**src/rtl/core/kvst_pkg.sv**
```systemverilog
`timescale 1ns / 1ps

package kvst_pkg;

    localparam int unsigned CHAR_W  = 8;
    localparam int unsigned COUNT_W = 7;
    localparam int unsigned CFG_IDX_W = 3;

    localparam logic [COUNT_W-1:0] KEY_LIMIT   = 7'd64;
    localparam logic [COUNT_W-1:0] VALUE_LIMIT = 7'd64;

    localparam logic [CHAR_W-1:0] CHAR_NUL   = 8'h00;
    localparam logic [CHAR_W-1:0] CHAR_LF    = 8'h0A;
    localparam logic [CHAR_W-1:0] CHAR_CR    = 8'h0D;
    localparam logic [CHAR_W-1:0] CHAR_QUOTE = 8'h22;

    localparam logic [CHAR_W-1:0] EQUAL_A_RESET = 8'd61;
    localparam logic [CHAR_W-1:0] SEP_A_RESET   = 8'd59;

    typedef enum logic [CFG_IDX_W-1:0] {
        REG_EQUAL_A = 3'd0,
        REG_EQUAL_B = 3'd1,
        REG_EQUAL_C = 3'd2,
        REG_SEP_A   = 3'd3,
        REG_SEP_B   = 3'd4,
        REG_SEP_C   = 3'd5
    } reg_index_t;

    typedef enum logic [2:0] {
        KIND_KEY   = 3'd0,
        KIND_VALUE = 3'd1,
        KIND_MORE  = 3'd2,
        KIND_FINAL = 3'd3,
        KIND_ERROR = 3'd4
    } kind_t;

    typedef struct packed {
        logic is_term;
        logic is_quote;
        logic is_equal;
        logic is_sep;
    } byte_class_t;

endpackage

```
**src/rtl/core/key_value_string_tokenizer_unit.sv**
```systemverilog
`timescale 1ns / 1ps

// Splits a byte stream into key and value characters, pair-end marks and error
// marks. One byte is taken every clock cycle while results are drained; a byte is
// held in an input register, classified combinationally and applied to the parse
// state when it steps, and its result (if any) is then registered in the output
// register. A new byte can enter the input register as the held byte is applied.
module key_value_string_tokenizer_unit
#(
    parameter logic [kvst_pkg::COUNT_W-1:0] KEY_LIMIT   = kvst_pkg::KEY_LIMIT,
    parameter logic [kvst_pkg::COUNT_W-1:0] VALUE_LIMIT = kvst_pkg::VALUE_LIMIT
)
(
    input  logic                            clk,
    input  logic                            rst_n,
    input  logic                            s_axis_tvalid,
    output logic                            s_axis_tready,
    input  logic [kvst_pkg::CHAR_W-1:0]     s_axis_tdata,  // [7:0] in_byte
    input  logic                            s_axis_tuser,  // [0] first
    output logic                            m_axis_tvalid,
    input  logic                            m_axis_tready,
    output logic [kvst_pkg::CHAR_W-1:0]     m_axis_tdata,  // [7:0] out_char
    output logic [2:0]                      m_axis_tuser,  // [2:0] kind
    input  logic                            cfg_we,
    input  logic [kvst_pkg::CFG_IDX_W-1:0]  cfg_index,
    input  logic [kvst_pkg::CHAR_W-1:0]     cfg_data
);

    logic                        in_valid_reg;
    logic [kvst_pkg::CHAR_W-1:0] in_byte_reg;
    logic                        in_first_reg;
    logic                        out_valid_reg;
    logic [kvst_pkg::CHAR_W-1:0] out_char_reg;
    kvst_pkg::kind_t             out_kind_reg;

    logic                        step;
    kvst_pkg::byte_class_t       byte_class;
    logic                        res_valid;
    kvst_pkg::kind_t             res_kind;
    logic [kvst_pkg::CHAR_W-1:0] res_char;

    assign step          = in_valid_reg && (!out_valid_reg || m_axis_tready);
    assign s_axis_tready = !in_valid_reg || step;

    always_ff @(posedge clk or negedge rst_n)
    begin
        if (!rst_n)
        begin
            in_valid_reg <= 1'b0;
        end
        else if (s_axis_tready)
        begin
            in_valid_reg <= s_axis_tvalid;
        end
    end

    always_ff @(posedge clk)
    begin
        if (s_axis_tready && s_axis_tvalid)
        begin
            in_byte_reg  <= s_axis_tdata;
            in_first_reg <= s_axis_tuser;
        end
    end

    kvst_class u_class
    (
        .clk        (clk),
        .rst_n      (rst_n),
        .cfg_we     (cfg_we),
        .cfg_index  (cfg_index),
        .cfg_data   (cfg_data),
        .in_byte    (in_byte_reg),
        .byte_class (byte_class)
    );

    kvst_parse
    #(
        .KEY_LIMIT   (KEY_LIMIT),
        .VALUE_LIMIT (VALUE_LIMIT)
    )
    u_parse
    (
        .clk        (clk),
        .rst_n      (rst_n),
        .step       (step),
        .first      (in_first_reg),
        .in_byte    (in_byte_reg),
        .byte_class (byte_class),
        .res_valid  (res_valid),
        .res_kind   (res_kind),
        .res_char   (res_char)
    );

    always_ff @(posedge clk or negedge rst_n)
    begin
        if (!rst_n)
        begin
            out_valid_reg <= 1'b0;
        end
        else if (step)
        begin
            out_valid_reg <= res_valid;
        end
        else if (m_axis_tready)
        begin
            out_valid_reg <= 1'b0;
        end
    end

    always_ff @(posedge clk)
    begin
        if (step && res_valid)
        begin
            out_char_reg <= res_char;
            out_kind_reg <= res_kind;
        end
    end

    assign m_axis_tvalid = out_valid_reg;
    assign m_axis_tdata  = out_char_reg;
    assign m_axis_tuser  = out_kind_reg;

endmodule

```
**src/rtl/core/kvst_class.sv**
```systemverilog
`timescale 1ns / 1ps

module kvst_class
(
    input  logic                            clk,
    input  logic                            rst_n,
    input  logic                            cfg_we,
    input  logic [kvst_pkg::CFG_IDX_W-1:0]  cfg_index,
    input  logic [kvst_pkg::CHAR_W-1:0]     cfg_data,
    input  logic [kvst_pkg::CHAR_W-1:0]     in_byte,
    output kvst_pkg::byte_class_t           byte_class
);

    logic [kvst_pkg::CHAR_W-1:0] equal_a_reg;
    logic [kvst_pkg::CHAR_W-1:0] equal_b_reg;
    logic [kvst_pkg::CHAR_W-1:0] equal_c_reg;
    logic [kvst_pkg::CHAR_W-1:0] sep_a_reg;
    logic [kvst_pkg::CHAR_W-1:0] sep_b_reg;
    logic [kvst_pkg::CHAR_W-1:0] sep_c_reg;

    always_ff @(posedge clk or negedge rst_n)
    begin
        if (!rst_n)
        begin
            equal_a_reg <= kvst_pkg::EQUAL_A_RESET;
            equal_b_reg <= '0;
            equal_c_reg <= '0;
            sep_a_reg   <= kvst_pkg::SEP_A_RESET;
            sep_b_reg   <= '0;
            sep_c_reg   <= '0;
        end
        else if (cfg_we)
        begin
            case (cfg_index)
                kvst_pkg::REG_EQUAL_A: equal_a_reg <= cfg_data;
                kvst_pkg::REG_EQUAL_B: equal_b_reg <= cfg_data;
                kvst_pkg::REG_EQUAL_C: equal_c_reg <= cfg_data;
                kvst_pkg::REG_SEP_A:   sep_a_reg   <= cfg_data;
                kvst_pkg::REG_SEP_B:   sep_b_reg   <= cfg_data;
                kvst_pkg::REG_SEP_C:   sep_c_reg   <= cfg_data;
                default:               ;
            endcase
        end
    end

    always_comb
    begin
        byte_class.is_term  = (in_byte == kvst_pkg::CHAR_NUL) ||
                              (in_byte == kvst_pkg::CHAR_LF)  ||
                              (in_byte == kvst_pkg::CHAR_CR);
        byte_class.is_quote = (in_byte == kvst_pkg::CHAR_QUOTE);
        byte_class.is_equal = (in_byte == equal_a_reg) || (in_byte == equal_b_reg) ||
                              (in_byte == equal_c_reg);
        byte_class.is_sep   = (in_byte == sep_a_reg) || (in_byte == sep_b_reg) ||
                              (in_byte == sep_c_reg);
    end

endmodule

```
**src/rtl/core/kvst_parse.sv**
```systemverilog
`timescale 1ns / 1ps

module kvst_parse
#(
    parameter logic [kvst_pkg::COUNT_W-1:0] KEY_LIMIT   = kvst_pkg::KEY_LIMIT,
    parameter logic [kvst_pkg::COUNT_W-1:0] VALUE_LIMIT = kvst_pkg::VALUE_LIMIT
)
(
    input  logic                         clk,
    input  logic                         rst_n,
    input  logic                         step,
    input  logic                         first,
    input  logic [kvst_pkg::CHAR_W-1:0]  in_byte,
    input  kvst_pkg::byte_class_t        byte_class,
    output logic                         res_valid,
    output kvst_pkg::kind_t              res_kind,
    output logic [kvst_pkg::CHAR_W-1:0]  res_char
);

    logic                         in_value_reg,  in_value_next;
    logic                         in_quote_reg,  in_quote_next;
    logic                         halted_reg,    halted_next;
    logic [kvst_pkg::COUNT_W-1:0] count_reg,     count_next;

    logic                         cur_value;
    logic                         cur_quote;
    logic                         cur_halted;
    logic [kvst_pkg::COUNT_W-1:0] cur_count;
    logic [kvst_pkg::COUNT_W-1:0] count_inc;
    logic [kvst_pkg::COUNT_W-1:0] limit;

    always_comb
    begin
        cur_value  = first ? 1'b0 : in_value_reg;
        cur_quote  = first ? 1'b0 : in_quote_reg;
        cur_halted = first ? 1'b0 : halted_reg;
        cur_count  = first ? '0 : count_reg;
        count_inc  = cur_count + 1'b1;
        limit      = cur_value ? VALUE_LIMIT : KEY_LIMIT;

        in_value_next = cur_value;
        in_quote_next = cur_quote;
        halted_next   = cur_halted;
        count_next    = cur_count;
        res_valid     = 1'b0;
        res_kind      = kvst_pkg::KIND_KEY;
        res_char      = '0;

        if (!cur_halted)
        begin
            if (byte_class.is_term)
            begin
                halted_next = 1'b1;
                res_valid   = 1'b1;
                res_kind    = kvst_pkg::KIND_FINAL;
            end
            else if (!byte_class.is_quote && !cur_quote && !cur_value &&
                     byte_class.is_equal)
            begin
                in_value_next = 1'b1;
                in_quote_next = 1'b0;
                count_next    = '0;
            end
            else if (!byte_class.is_quote && !cur_quote && byte_class.is_sep)
            begin
                in_value_next = 1'b0;
                in_quote_next = 1'b0;
                count_next    = '0;
                res_valid     = 1'b1;
                res_kind      = kvst_pkg::KIND_MORE;
            end
            else
            begin
                count_next = count_inc;
                if (count_inc == limit)
                begin
                    halted_next = 1'b1;
                    res_valid   = 1'b1;
                    res_kind    = kvst_pkg::KIND_ERROR;
                end
                else if (byte_class.is_quote)
                begin
                    in_quote_next = !cur_quote;
                end
                else
                begin
                    res_valid = 1'b1;
                    res_kind  = cur_value ? kvst_pkg::KIND_VALUE : kvst_pkg::KIND_KEY;
                    res_char  = in_byte;
                end
            end
        end
    end

    always_ff @(posedge clk or negedge rst_n)
    begin
        if (!rst_n)
        begin
            in_value_reg <= 1'b0;
            in_quote_reg <= 1'b0;
            halted_reg   <= 1'b0;
            count_reg    <= '0;
        end
        else if (step)
        begin
            in_value_reg <= in_value_next;
            in_quote_reg <= in_quote_next;
            halted_reg   <= halted_next;
            count_reg    <= count_next;
        end
    end

endmodule

```
**config.mk**
```make
export PLATFORM = sky130hd
export DESIGN_NAME = key_value_string_tokenizer_unit
export DESIGN_NICKNAME = d
export VERILOG_FILES = /design/src/rtl/core/kvst_pkg.sv /design/src/rtl/core/key_value_string_tokenizer_unit.sv /design/src/rtl/core/kvst_class.sv /design/src/rtl/core/kvst_parse.sv
export SDC_FILE = /design/constraint.sdc
export NUM_CORES = 1
export LEC_CHECK = 0
export BUFFER_PORTS_ARGS = -buffer_cell sky130_fd_sc_hd__buf_4
export CORE_ASPECT_RATIO = 1.5
export CORE_MARGIN = 2
export CORE_UTILIZATION = 45
export CTS_BUF_LIST = sky130_fd_sc_hd__clkbuf_4 sky130_fd_sc_hd__clkbuf_8
export DETAILED_ROUTE_END_ITERATION = 8
export PLACE_DENSITY = 0.61
export RECOVER_POWER = 25
export SYNTH_ARGS = -nofsm -noshare
export SYNTH_HDL_FRONTEND = slang
export SYNTH_SLANG_ARGS = --single-unit
```
**constraint.sdc**
```tcl
create_clock -name clk -period 6.6 [get_ports clk]
set_input_delay 0 -clock clk [delete_from_list [all_inputs] [get_ports clk]]
set_output_delay 0 -clock clk [all_outputs]
set_load 0.02 [all_outputs]
```
# Yosys cells after proc, flatten, opt, wreduce, memory -nomap -nowiden
# Index checks and enable logic that the tools add are counted.
# Widths: inputs -> output; s select.
[totals]
register_bits = 80
out_inout_bits = 13
wordCells = 101
[op_classes]
add_sub_neg = 1
eq_ne = 15
n_mux = 37
reduce_logical = 31
[ops]
columns = ["operator", "n"]
rows = [
  ["$eq 8x8->1", 6],
  ["$mux 7", 5],
  ["$mux 1", 27],
  ["$eq 8x4->1 const B", 2],
  ["$reduce_and 2->1", 6],
  ["$eq 8x6->1 const B", 1],
  ["$logic_not 8->1", 1],
  ["$logic_or 1x1->1", 8],
  ["$add 7x1->7 const B", 1],
  ["$eq 7x7->1 const B", 1],
  ["$logic_and 1x1->1", 7],
  ["$eq 3x2->1 const B", 2],
  ["$eq 3x3->1 const B", 2],
  ["$mux 2", 3],
  ["$mux 3", 2],
  ["$reduce_or 6->1", 1],
  ["$logic_not 1->1", 5],
  ["$reduce_or 4->1", 1],
  ["$eq 3x1->1 const B", 1],
  ["$logic_not 3->1", 1],
  ["$reduce_bool 2->1", 1],
]

# Depth between registers and ports, before layout
[depth]
ltp_word = 9
mapped_depth = 9
ltp_nobuf = 8

# Modules after synthesis
# From an unflattened synthesis, not the netlist that was laid out.
[hier_totals]
hier_cells = 323
hier_area_um2 = 4116.4
[by_module_without_submodules]
columns = ["mod", "n_inst", "cells_each", "area_per_inst_um2"]
rows = [
  ["kvst_class", 1, 188, 2474.9],
  ["kvst_parse", 1, 105, 932.1],
  ["key_value_string_tokenizer_unit", 1, 30, 709.4],
]

# Worst setup path after synthesis
# OpenSTA, ideal clock, no wires.
[synth_path]
path_type = "flip-flop to flip-flop"
startpoint = "register in_first_reg"
endpoint = "register out_char_reg (netlist bit m_axis_tdata[0]), enable pin"
t_arrival_ns = 2.426
required_ns = 6.222
slack_ns = 3.796
stages_incl_launch_ff = 10
period_less_slack_ns = 2.804
cell_sequence = "edfxtp_1 -> nor2b_1 -> ha_1 -> nand3_1 -> or3_1 -> a21oi_1 -> and4_1 -> buf_2 -> nor3_1 -> nor2_1"
[synth_via]
elab_chain_cells = 9
word_cells_on_any_way = 18
cone_classes = "add/sub: 1; eq/ne: 1; mux: 9; reduce/logical: 7"
[synth_lines]
columns = ["item", "line", "rtl"]
rows = [
  ["start: declaration", "key_value_string_tokenizer_unit.sv:31", "logic in_first_reg;"],
  ["start signal: assignment", "key_value_string_tokenizer_unit.sv:62", "in_first_reg <= s_axis_tuser;"],
  ["$mux 7 or $mux 1 (tied branches)", "kvst_parse.sv:37, kvst_parse.sv:35", ""],
  ["$add 7x1->7 or $logic_not 1->1 (tied branches)", "kvst_parse.sv:38, kvst_parse.sv:57, kvst_parse.sv:64", ""],
  ["$eq 7x7->1 or $logic_and 1x1->1 (tied branches)", "kvst_parse.sv:75, kvst_parse.sv:57, kvst_parse.sv:64", ""],
  ["$mux 1, or another cell as far along", "kvst_parse.sv:75", "if (count_inc == limit)"],
  ["$mux 1 or $logic_and 1x1->1 (tied branches)", "kvst_parse.sv:64, kvst_parse.sv:57", ""],
  ["$mux 1", "kvst_parse.sv:57", "else if (!byte_class.is_quote && !cur_quote && !cur_value &&"],
  ["$mux 1", "kvst_parse.sv:51", "if (byte_class.is_term)"],
  ["$mux 1 *", "kvst_parse.sv:49", "if (!cur_halted)"],
  ["$logic_and 1x1->1 *", "key_value_string_tokenizer_unit.sv:113", "if (step && res_valid)"],
  ["end signal: assignment", "key_value_string_tokenizer_unit.sv:115", "out_char_reg <= res_char;"],
  ["end: declaration", "key_value_string_tokenizer_unit.sv:33", "logic [kvst_pkg::CHAR_W-1:0] out_char_reg;"],
]
# Every way passes the cells marked *; elsewhere a longest branch is shown, timed or not.
# A chain may end at the register's enable or synchronous reset.

# Worst setup path after layout
# Same ends and word-level chain as after synthesis.

==> flow_summary.yaml <==
yosys:
  syn_area_mm2: 0.003993
  async_flop_share: 0.7500
  ys_seq_area_frac: 0.5296
  synthDistinctLibCells: 50
  synth_top_family_by_area: "simple AND/OR/NAND/NOR gates"
  synthXorXnorAreaFrac: 0.1075
  synth-simple-area-share: 0.1391
  syn-num-nets: 339
  ys.flop_type: "dfrtp_1"
  syn_area_per_cell_um2: 12.80
  synth_top_area_frac: 0.3134
  ys_top_cells_by_area: "dfrtp_1 31%, edfxtp_1 15%, mux2_2 14%"
  synth-seq-cells: 80
  synth_cells: 312
  synth_edf_count: 20
  synth_top_cell_by_area: "dfrtp_1"
  yosysWarnings: 0
  synthMuxAreaShare: 0.1379
  synth_fa_ha_area_frac: 0.006268
  synth_compound_area_frac: 0.05171
global_routing:
  grt_usage: 0.2103
  grt_pass1_wl_um: 14530
  grt-ovfl-total: 0
  grt_pass1_vias: 2837
  grt_max_degree: 61
  antenna_found_initial: 0
sta:
  grt_setup_unrepaired: "false"
  setup_viol: 0
  period_share: 0.4848
  hold_ws_ns: 0.1532
  fin_crit_ns: 3.200
  tns_ns: 0
  worst_slew_pin_slew_ns: 3.198
  hold_viol: 0
  fmax_mhz: 312.5
  slew_viol_final: 61
  slew_headroom: -1.132
  fin_skew_ns: 0.008369
die:
  core_area_mm2: 0.008723
  die_height_um: 119.4
  die_area_mm2: 0.009657
  die_w_um: 80.91
  pin_count: 38
  row_count: 42
  start_util: 0.4577
clock_tree:
  htreeDepth: 3
  clk_pin_slew_ns: 0.08
  numCtsBuffers: 9
  root_buffer: "clkbuf_8"
  tritoncts: "yes"
  postCtsSetupBuffers: 0
  cts_max_path_buffers: 2
  cts_sinks: 80
  clk_latency_ns: 0.36
critical_path:
  critPathKind: "flop to flop"
  crit_fanout: 11
  crit_required_ns: 6.59
  critPathCaptureType: "flop"
  cp.arrival_ns: 3.19
  startpoint_type: "flop"
power_and_ir_drop:
  power_density_mw_per_mm2: 299.4
  ir_worst_vdd_mv: 0.1760
  power_leakage_uw: 0.001809
flow_run:
  maxCapViolCount: 1
placement:
  finalWeightedCongestion: 0.9057
  dpl.hpwl_um: 7077
  io_buffer_count: 37
  dpl-instance-area_mm2: 0.004323
final_layout:
  final_cell_area_mm2: 0.004701
  areaGrowthSynthToFinish_pct: 17.74
  nets: 397
  layout_common_cells: "50 x dfrtp_1, 48 x xnor2_1, 48 x mux2_2"
  n_antenna_cell: 0
  layout_commonest_cell: "dfrtp_1"
  layout-drive-gt1-share: 0.3200
route:
  route.vias.total: 2618
  drtIter0Drc: 107
  antenna_left: 0
  wl_um: 9298
  post_drt_wl_per_cell_um: 19.17
  dr.pass1.iters: 4
  vias_per_cell: 5.398
  drcViolationCount: 0
run_status:
  outcome: "complete, but fails checks"
  violations: "max-capacitance violations, max-slew violations"
hold_path:
  hp-class: "input port to flop"
-- Yosys cell counts, types with 3 or more instances --
cell / count
a22o_1: 3
nand2_1: 13
nor2b_1: 4
and2_1: 10
nand3_1: 6
edfxtp_1: 20
nand2b_1: 4
dfstp_2: 10
or3_1: 3
nand4b_1: 4
nor3_1: 4
a21oi_1: 6
dfrtp_1: 50
xnor2_1: 48
inv_1: 3
o21ai_0: 3
nor2_1: 14
mux2_2: 48
buf_6: 6
nand4_1: 15
-- what timing repair did --
| action | CTS | global route |
|---|---|---|
| hold buffers | 20 | 0 |
| resized for setup | 0 | 0 |
| setup endpoints to repair | 0 | 0 |
| endpoints found under the hold margin | 108 | 0 |
-- area by class of cell --
class                           instances  area (um2)
Clock buffer                           12       152.6
Clock inverter                          4       43.79
Fill cell                             801        4023
Inverter                                3       11.26
Multi-Input combinational cell        217        1767
Sequential cell                        80        2115
Tap cell                              110       137.6
Timing Repair Buffer                   59       474.2
-- per-stage QoR --
step | power, uW | cells | util | setup slack (ns)
floorplan | 934.6 | 312 | - | 3.796
global placement | 1045 | 449 | 0.4956 | 3.513
detailed placement | 1054 | 449 | 0.4956 | 3.436
CTS | 1422 | 485 | 0.5410 | 3.412
global route | 1477 | 485 | 0.5389 | 2.856
finish | 1407 | 485 | 0.5389 | 3.400
-- routing by layer --
| metal | track usage | wire, um |
|---|---|---|
| met1 | 0.2032 | 3403 |
| met2 | 0.3920 | 5256 |
| met3 | 0.03561 | 210 |
| met4 | 0.1345 | 428 |
| met5 | 0 | 0 |
-- cell families after synthesis --
group | after synthesis
AND/OR/NAND/NOR | 92
flip-flops | 80
XOR/XNOR | 49
multiplexers | 49
AO/OA/AOI/OAI | 25
buffers and inverters | 15
adder cells (fa/ha/maj) | 2
-- critical path, cell delays in order (launching register included) --
cell and delay, ns:
edfxtp_1 0.52, nor2b_1 0.24, ha_1 0.25, nand3_1 0.14, or3_1 0.33, a21oi_1 0.23, and4_1 0.39, nor3_1 0.09
nor2_1 0.63
-- worst paths after layout --
kind	startpoint	to	slack [ns]	cells past startpoint
setup / recovery	in_first_reg$_DFFE_PP_	m_axis_tdata[0]$_SDFFCE_PP0P_	3.40	8
hold / removal	cfg_index[2]	u_class.equal_c_reg[2]$_DFFE_PN0P_	0.15	3
setup reg to reg	in_first_reg$_DFFE_PP_	m_axis_tdata[0]$_SDFFCE_PP0P_	3.40	8
hold reg to reg	u_parse.in_value_reg$_DFFE_PN0P_	u_parse.in_value_reg$_DFFE_PN0P_	0.51	1
max in group asynchronous	rst_n	u_class.equal_c_reg[6]$_DFFE_PN0P_	3.55	2
min in group asynchronous	rst_n	in_valid_reg$_DFFE_PN0N_	1.24	2
-- power by group --
part / internal [uW] / switching, uW / total, uW
clock: 191 / 167 / 359
sequential: 624 / 88.2 / 712
combinational: 180 / 157 / 337
total: 995 / 413 / 1410
No activity file was read; power rests on OpenSTA's default activity.
